`config.mk`:
```
export PLATFORM = sky130hd
export DESIGN_NAME = imu_frame_sync_decoder_flat
export DESIGN_NICKNAME = d
export VERILOG_FILES = /design/src/rtl/imufs_pkg.sv /design/src/rtl/imufs_req_if.sv /design/src/rtl/imufs_rsp_if.sv /design/src/rtl/imu_frame_sync_decoder.sv /design/src/flat_wrapper.sv
export SDC_FILE = /design/constraint.sdc
export NUM_CORES = 1
export LEC_CHECK = 0
export ABC_AREA = 1
export BUFFER_PORTS_ARGS = -buffer_cell sky130_fd_sc_hd__buf_2
export CORE_UTILIZATION = 65
export DETAILED_ROUTE_END_ITERATION = 8
export PLACE_DENSITY = 0.87
export REMOVE_ABC_BUFFERS = 1
export SLEW_MARGIN = 25
export SYNTH_ARGS = -nofsm -noshare
export SYNTH_HDL_FRONTEND = slang
export SYNTH_SLANG_ARGS = --single-unit
```
`constraint.sdc`:
```
create_clock -name clock -period 23 [get_ports clock]
set_clock_uncertainty 0.2 [all_clocks]
set_input_delay 6.9 -clock clock [delete_from_list [all_inputs] [get_ports clock]]
set_output_delay 6.9 -clock clock [all_outputs]
set_load 0.01 [all_outputs]
```
`src/rtl/imufs_pkg.sv`:
```
`timescale 1ns / 1ps

package imufs_pkg;

   localparam int FRAME_LEN = 11;
   // bytes held ahead of the closing (checksum) byte
   localparam int HOLD_LEN  = FRAME_LEN - 1;

   typedef logic [7:0]          byte_type;
   typedef logic [3:0]          fill_type;
   typedef logic [1:0]          kind_type;
   typedef logic signed [15:0]  raw_type;
   typedef logic signed [12:0]  scale_type;
   typedef logic signed [27:0]  axis_type;
   typedef logic signed [24:0]  temp_type;

   localparam byte_type HDR_SYNC = 8'h55;
   localparam byte_type HDR_ACC  = 8'h51;
   localparam byte_type HDR_GYR  = 8'h52;
   localparam byte_type HDR_ANG  = 8'h53;

   localparam kind_type KIND_ACC = 2'd0;
   localparam kind_type KIND_GYR = 2'd1;
   localparam kind_type KIND_ANG = 2'd2;

   // Q16.16 per raw count: 16 g, 2000 deg/s and 180 deg over 32768 counts
   localparam scale_type SCALE_ACC = 13'sd32;
   localparam scale_type SCALE_GYR = 13'sd4000;
   localparam scale_type SCALE_ANG = 13'sd360;

   // floor(raw * 16384 / 85): bias the numerator by 85 * 6316129 so it is
   // never negative, divide by reciprocal, then take the bias back out
   localparam logic [29:0] TEMP_BIAS   = 30'd536870965;
   localparam logic [30:0] TEMP_RECIP  = 31'd1616928865;  // ceil(2^37 / 85)
   localparam int          TEMP_SHIFT  = 37;
   localparam int          TEMP_QBITS  = 24;
   // 6316129 minus the 36.25 degree offset (2375680 in Q16.16)
   localparam temp_type    TEMP_OFFSET = 25'sd3940449;

   typedef struct packed {
      kind_type kind;
      raw_type  x;
      raw_type  y;
      raw_type  z;
      raw_type  temp;
   } frame_type;

   typedef struct packed {
      kind_type kind;
      axis_type x;
      axis_type y;
      axis_type z;
      temp_type temp;
   } result_type;

endpackage

```
`src/rtl/imufs_req_if.sv`:
```
`timescale 1ns / 1ps

interface imufs_req_if;
   import imufs_pkg::*;

   logic     valid;
   logic     ready;
   byte_type rx_byte;

   modport source (output valid, output rx_byte, input ready);
   modport sink   (input valid, input rx_byte, output ready);
endinterface

```
`src/rtl/imufs_rsp_if.sv`:
```
`timescale 1ns / 1ps

interface imufs_rsp_if;
   import imufs_pkg::*;

   logic     valid;
   logic     ready;
   kind_type frame_kind;
   axis_type axis_x;
   axis_type axis_y;
   axis_type axis_z;
   temp_type temperature;

   modport source (output valid, output frame_kind, output axis_x, output axis_y,
                   output axis_z, output temperature, input ready);
   modport sink   (input valid, input frame_kind, input axis_x, input axis_y,
                   input axis_z, input temperature, output ready);
endinterface

```
`src/rtl/imu_frame_sync_decoder.sv`:
```
`timescale 1ns / 1ps

// Channel  Dir  Handshake      Word
// req_if   in   valid/ready    rx_byte (one serial byte)
// rsp_if   out  valid/ready    frame_kind, axis_x, axis_y, axis_z, temperature
//
// One byte is taken per cycle while req_if.ready is high. A frame's result passes through
// the frame register and then the result register before it shows on rsp_if.
// Reset (synchronous) empties the window and both stages.
// A stalled result holds in the result register while the frame register takes
// the next frame; req_if.ready drops only while both registers are full.

module imu_frame_sync_decoder (
   input logic          clock,
   input logic          reset,
   imufs_req_if.sink    req_if,
   imufs_rsp_if.source  rsp_if
);
   import imufs_pkg::*;

   byte_type   window_ff [HOLD_LEN];
   fill_type   fill_ff, fill_in;
   frame_type  frame_ff, frame_in;
   logic       frame_valid_ff, frame_valid_in;
   result_type out_ff, out_in;
   logic       out_valid_ff, out_valid_in;

   logic       out_load, frame_free, req_fire, at_close, header_ok, frame_load;
   scale_type  scale;
   logic signed [28:0] prod_x, prod_y, prod_z;
   logic [29:0] temp_biased;
   logic [60:0] temp_prod;
   logic [TEMP_QBITS-1:0] temp_quot;

   assign out_load   = frame_valid_ff && (!out_valid_ff || rsp_if.ready);
   assign frame_free = !frame_valid_ff || out_load;
   assign req_if.ready = frame_free;
   assign req_fire   = req_if.valid && frame_free;

   // the incoming byte closes the frame; it is the checksum and is not examined
   assign at_close  = (fill_ff == fill_type'(HOLD_LEN));
   assign header_ok = (window_ff[0] == HDR_SYNC) &&
                      (window_ff[1] == HDR_ACC || window_ff[1] == HDR_GYR ||
                       window_ff[1] == HDR_ANG);
   assign frame_load = req_fire && at_close && header_ok;

   always_comb begin
      fill_in = fill_ff;
      if (req_fire) begin
         if (!at_close) begin
            fill_in = fill_ff + 4'd1;
         end else if (header_ok) begin
            fill_in = '0;
         end else begin
            fill_in = fill_type'(HOLD_LEN);
         end
      end
   end

   always_comb begin
      case (window_ff[1])
         HDR_ACC: frame_in.kind = KIND_ACC;
         HDR_GYR: frame_in.kind = KIND_GYR;
         default: frame_in.kind = KIND_ANG;
      endcase
      frame_in.x    = {window_ff[3], window_ff[2]};
      frame_in.y    = {window_ff[5], window_ff[4]};
      frame_in.z    = {window_ff[7], window_ff[6]};
      frame_in.temp = {window_ff[9], window_ff[8]};
   end

   assign frame_valid_in = frame_load ? 1'b1 : (out_load ? 1'b0 : frame_valid_ff);

   always_comb begin
      case (frame_ff.kind)
         KIND_ACC: scale = SCALE_ACC;
         KIND_GYR: scale = SCALE_GYR;
         default:  scale = SCALE_ANG;
      endcase
   end

   assign prod_x = frame_ff.x * scale;
   assign prod_y = frame_ff.y * scale;
   assign prod_z = frame_ff.z * scale;

   // biased numerator lies in [53, 2^30), so the 30-bit wraparound sum is exact
   assign temp_biased = {frame_ff.temp, 14'b0} + TEMP_BIAS;
   assign temp_prod   = 61'(temp_biased) * 61'(TEMP_RECIP);
   assign temp_quot   = temp_prod[TEMP_SHIFT +: TEMP_QBITS];

   always_comb begin
      out_in.kind = frame_ff.kind;
      out_in.x    = prod_x[27:0];
      out_in.y    = prod_y[27:0];
      out_in.z    = prod_z[27:0];
      out_in.temp = $signed({1'b0, temp_quot}) - TEMP_OFFSET;
   end

   assign out_valid_in = out_load ? 1'b1 : (rsp_if.ready ? 1'b0 : out_valid_ff);

   always_ff @(posedge clock) begin
      if (reset) begin
         fill_ff        <= '0;
         frame_valid_ff <= 1'b0;
         out_valid_ff   <= 1'b0;
      end else begin
         fill_ff        <= fill_in;
         frame_valid_ff <= frame_valid_in;
         out_valid_ff   <= out_valid_in;
      end
   end

   always_ff @(posedge clock) begin
      if (req_fire) begin
         if (!at_close) begin
            window_ff[fill_ff] <= req_if.rx_byte;
         end else if (!header_ok) begin
            // drop the oldest byte, the closing byte moves into the last slot
            for (int i = 0; i < HOLD_LEN - 1; i++) begin
               window_ff[i] <= window_ff[i+1];
            end
            window_ff[HOLD_LEN-1] <= req_if.rx_byte;
         end
      end
      if (frame_load) begin
         frame_ff <= frame_in;
      end
      if (out_load) begin
         out_ff <= out_in;
      end
   end

   assign rsp_if.valid       = out_valid_ff;
   assign rsp_if.frame_kind  = out_ff.kind;
   assign rsp_if.axis_x      = out_ff.x;
   assign rsp_if.axis_y      = out_ff.y;
   assign rsp_if.axis_z      = out_ff.z;
   assign rsp_if.temperature = out_ff.temp;

   a_fill_range: assert property (@(posedge clock) disable iff (reset)
      fill_ff <= fill_type'(HOLD_LEN))
      else $error("window fill count past the held length");

   a_frame_clears: assert property (@(posedge clock) disable iff (reset)
      frame_load |=> (fill_ff == '0) && frame_valid_ff)
      else $error("decoded frame did not empty the window");

   a_bad_header_slides: assert property (@(posedge clock) disable iff (reset)
      (req_fire && at_close && !header_ok) |=>
         (fill_ff == fill_type'(HOLD_LEN)) && (window_ff[HOLD_LEN-1] == $past(req_if.rx_byte)))
      else $error("bad header did not slide the window by one byte");

   a_stage_moves: assert property (@(posedge clock) disable iff (reset)
      out_load |=> out_valid_ff && (out_ff.kind == $past(frame_ff.kind)))
      else $error("frame register did not move into the result register");

endmodule

```
`src/flat_wrapper.sv`:
```
// flat-port wrapper written by rule: the top's interface ports become plain ports
module imu_frame_sync_decoder_flat import imufs_pkg::*;
  (clock, reset, req_if_valid, req_if_rx_byte, req_if_ready, rsp_if_valid, rsp_if_frame_kind, rsp_if_axis_x, rsp_if_axis_y, rsp_if_axis_z, rsp_if_temperature, rsp_if_ready);
  imufs_req_if req_if_i ();
  imufs_rsp_if rsp_if_i ();
  input logic clock;
  input logic reset;
  input wire logic [$bits(req_if_i.valid)-1:0] req_if_valid;
  input wire logic [$bits(req_if_i.rx_byte)-1:0] req_if_rx_byte;
  output wire logic [$bits(req_if_i.ready)-1:0] req_if_ready;
  output wire logic [$bits(rsp_if_i.valid)-1:0] rsp_if_valid;
  output wire logic [$bits(rsp_if_i.frame_kind)-1:0] rsp_if_frame_kind;
  output wire logic [$bits(rsp_if_i.axis_x)-1:0] rsp_if_axis_x;
  output wire logic [$bits(rsp_if_i.axis_y)-1:0] rsp_if_axis_y;
  output wire logic [$bits(rsp_if_i.axis_z)-1:0] rsp_if_axis_z;
  output wire logic [$bits(rsp_if_i.temperature)-1:0] rsp_if_temperature;
  input wire logic [$bits(rsp_if_i.ready)-1:0] rsp_if_ready;
  assign req_if_i.valid = req_if_valid;
  assign req_if_i.rx_byte = req_if_rx_byte;
  assign req_if_ready = req_if_i.ready;
  assign rsp_if_valid = rsp_if_i.valid;
  assign rsp_if_frame_kind = rsp_if_i.frame_kind;
  assign rsp_if_axis_x = rsp_if_i.axis_x;
  assign rsp_if_axis_y = rsp_if_i.axis_y;
  assign rsp_if_axis_z = rsp_if_i.axis_z;
  assign rsp_if_temperature = rsp_if_i.temperature;
  assign rsp_if_i.ready = rsp_if_ready;
  imu_frame_sync_decoder u_core (.clock(clock), .reset(reset), .req_if(req_if_i), .rsp_if(rsp_if_i));
endmodule
```
==> results.md <==
Die:
- The initial standard-cell utilization of the core is 0.663.
- The number of top-level design ports is 125.
- From left edge to right edge, the die measures 212 µm.
- The die covers 45,000 µm².
- Row generation in the floorplan step produced 76 rows.
- The y dimension of the die is 212 µm.
- The standard cell core area is 43,300 µm².

CTS:
- The buffer cell driving the clock tree root is clkbuf_16.
- TritonCTS built the clock tree.
- The clock drives 254 sinks.
- The number of clock buffers inserted by TritonCTS is 27.
- Post-CTS repair changed the size of 0 cells.
- After clock tree synthesis, the clock-pin slew on the worst setup and hold paths is 0.07 ns.
- The level count of the clock H-tree is 1.
- At the later pin of the worst-skew pair, clock insertion delay measures 0.59 ns.
- The total of hold buffers inserted after clock tree synthesis is 0.
- The clock passes through at most 3 buffers.
- Buffers added to address setup during post-CTS repair amount to 0.

Drt:
- The total routed wirelength is 64.8 mm.
- The final routed wire length divided by cell count is 17.3 µm.
- The first detailed-routing pass took 6 iterations.
- In the routed design, unresolved DRC markers number 0.
- Dividing the detail-routed via count by the number of cells gives 5.58.
- The remaining antenna violation count is 0.
- For this block, the initial DRC count from the detailed router was 1,512.
- The routed layout has 20,900 vias.

Global routing:
- The pin count of the biggest net entering global routing is 73.
- In this run the most used layer during global routing was met2.
- For this run, global-route usage on met1 was measured as 0.388.
- The total overflow reported by the global router is 0.
- For met3 alone, demand over resource in global routing was 0.0369.
- Across every metal layer, demand over resource in global routing totals 0.302.
- The initial antenna violation count is 1.
- In the global route stage, met2 resource usage came out at 0.529.
- The first global-routing pass estimated 107 mm of wire.
- The via count of the first global-routing pass is 21,700.

Synthesis:
- Averaged over all synthesized cells, the footprint is 9.50 µm².
- The number of enable flip-flop cells after synthesis is 248.
- The async set or reset register ratio after synthesis is 0.
- For this run, the number of Yosys warnings is 0.
- Synthesis instantiated 48 different standard cells from the library.
- The number of flip-flops and latches in the synthesized netlist is 254.
- Yosys instantiated no cell more often than inv_1.
- In the post-synthesis netlist, the biggest area contributors are edfxtp_1, fa_1, ha_1, inv_1, nand2_1.
- The post-synthesis instance area is 28,700 µm².
- By count the netlist is led by inv_1, nand2_1, ha_1, fa_1, edfxtp_1.
- The cell taking the most area after synthesis is edfxtp_1.
- The most used flip-flop cell after synthesis is edfxtp_1.
- The cell count after synthesis is 3,019.
- For this run, the register share of the synthesized area comes to 0.264.
- The fraction of synthesized cell area taken by the top area cell type is 0.260.

Worst setup path:
- The number of buffers and inverters on the critical path is 3.
- The cell family with the largest share of critical-path delay is buffers and inverters.
- Walking the worst path, the cells encountered are buf_2 > inv_1 > nand3_1 > buf_2.
- The maximum single-stage delay on the critical path is 0.15 ns.
- The most repeated library cell on the critical path is buf_2.
- STA classifies the critical path startpoint as a primary input.
- The worst path required time is 15.90 ns.
- The startpoint-to-endpoint class of the critical path is primary input to output pin.
- The critical path arrival is 7.39 ns.
- The highest fanout seen on the critical path is 4.
- The number of cells on the worst reg-to-reg path is 22.
- STA classifies the critical path endpoint as an output pin.
- For this design, the slowest cell found on the critical path is buf_2.
- The critical path crosses 4 cells after its start point.

Pwr:
- The maximum vdd ir drop is 0.0443 mV.
- Power spread over the standard cell area amounts to 30.3 nW/µm².
- The analysis attributes to cell leakage a power of 0.0162 µW.

Timing:
- Setup violations remaining at the end of the flow were counted as 0.
- After layout, the minimum clock period comes to 14.49 ns.
- Derived from the worst setup path, the maximum achievable clock frequency is 69.0 MHz.
- The hold violation total from the final report is 0.
- The final worst-path cycle share is 0.630.
- Setup repair after global routing left no endpoint under its margin.
- The max-slew headroom at the worst pin is 0.379.
- For the final routed database, the setup TNS stands at 0 ns.
- The max-slew violation count came to 0.
- At the pin with the least slew margin, the transition time is 0.932 ns.

Min path:
- The cell count of the worst hold path is 0.
- The path class of the tightest hold or removal check is flip-flop to flip-flop.

Outcome:
- The run finished with clean final reports.

Placement:
- The total of buffers placed on input and output ports is 115.
- The wire-length estimate of the detail-placed layout is 52.8 mm.
- The congestion estimate from routability-driven global placement came to 0.986.

Final layout:
- The area growth from synthesis to layout is 7.23%.
- The total number of nets in the final design is 3,943.
- The filler cells instantiated in the layout total 2,989.
- In the final layout, flip-flops and latches occupy 7570 µm².
- The number of antenna diodes in the final layout is 0.
- The proportion of layout cells with a drive suffix above 1 is 0.0661.
- Summing all multi-input logic gate instances after layout gives 18,500 µm².
- The final standard cell utilization of the core is 0.711.

Flow run:
- The max-cap check violation count is 0.
[final timing paths]
path | slack [ns] | to | startpoint
setup / recovery | 8.51 | req_if_ready | rsp_if_ready
hold / removal | 0.25 | u_core.frame_ff[63] | u_core.window_ff[3][7]
setup reg to reg | 15.75 | u_core.rsp_if.axis_x[25] | u_core.frame_ff[64]
hold reg to reg | 0.25 | u_core.frame_ff[63] | u_core.window_ff[3][7]
[area by class of cell]
type                    instances  share of cell area
multi-input cells            2067               0.601
flip-flops and latches        254               0.246
inverters                     671              0.0819
well taps                     585              0.0238
clock buffers                  31              0.0225
repair buffers                123              0.0207
clock inverters                18             0.00407
[flip-flops by register name, summed over array words and instances (netlist names)]
signal and count:
u_core.window_ff 80, u_core.rsp_if.valid 1, u_core.frame_ff 66, u_core.rsp_if.axis_y 25, u_core.rsp_if.frame_kind 2, u_core.rsp_if.axis_x 25
u_core.frame_valid_ff 1, u_core.rsp_if.axis_z 25, u_core.fill_ff 4, u_core.rsp_if.temperature 25
[cells by family (layout without fill, tap and decap cells)]
kind of cell	count (synthesis)	after routing	share of synthesized area
AND/OR/NAND/NOR	963	963	0.139
adder cells (fa/ha/maj)	787	787	0.432
buffers and inverters	706	843	0.0937
flip-flops	254	254	0.264
AO/OA/AOI/OAI	210	210	0.0412
XOR/XNOR	98	98	0.0302
other	1	9	0.000131
[through the flow]
step                      instances  worst slack [ns]  hold WS, ns  power (µW)  cell area (µm²)
after floorplan                2992              8.79        0.227         525            28500
after global placement         3700              8.50        0.241         530            29900
after detailed placement       3700              8.51        0.242         531            29900
after CTS                      3749              8.51        0.257         934            30700
after global routing           3749              8.45        0.261         953            30800
final                          3749              8.51        0.252         933            30800
[power by group]
part           leakage [µW]  total (µW)  internal (µW)  switching [µW]
Combinational        0.0135        14.5           3.37            11.1
Clock              0.000401         410            218             192
Sequential          0.00228         508            506            1.82
Total                0.0162         933            728             205
[worst register-to-register path, cell delays in order, from the launching register on]
cell and delay (ns):
edfxtp_1 0.43, inv_1 0.07, nor2_1 0.56, clkinv_1 0.17, buf_4 0.34, nor2_1 0.39, inv_1 0.12, fa_1 0.50
fa_1 0.49, inv_1 0.06, fa_1 0.51, fa_1 0.52, fa_1 0.50, ha_1 0.38, a21oi_1 0.22, nand2_1 0.11
nand3_1 0.08, nand2_1 0.09, a21oi_1 0.28, o21ai_0 0.18, a21boi_0 0.40, o21ai_0 0.18, xor2_1 0.17
[routing by layer]
layer | routed length, µm | vias to the layer above
li1 | - | 9775
met1 | 25700 | 10100
met2 | 32700 | 872
met3 | 4390 | 163
met4 | 2090 | 0
met5 | 0 | -
[cell usage in the layout, fill, tap and decap left out, types with 41 or more instances in the layout]
cell,synthesis,final
inv_1,668,668
nand2_1,567,567
ha_1,449,449
fa_1,338,338
edfxtp_1,248,248
nor2_1,230,229
buf_2,0,115
a21oi_1,108,107
nand3_1,74,74
xor2_1,56,56
o21ai_0,47,43
xnor2_1,41,41
Power figures use the tool's default switching activity.
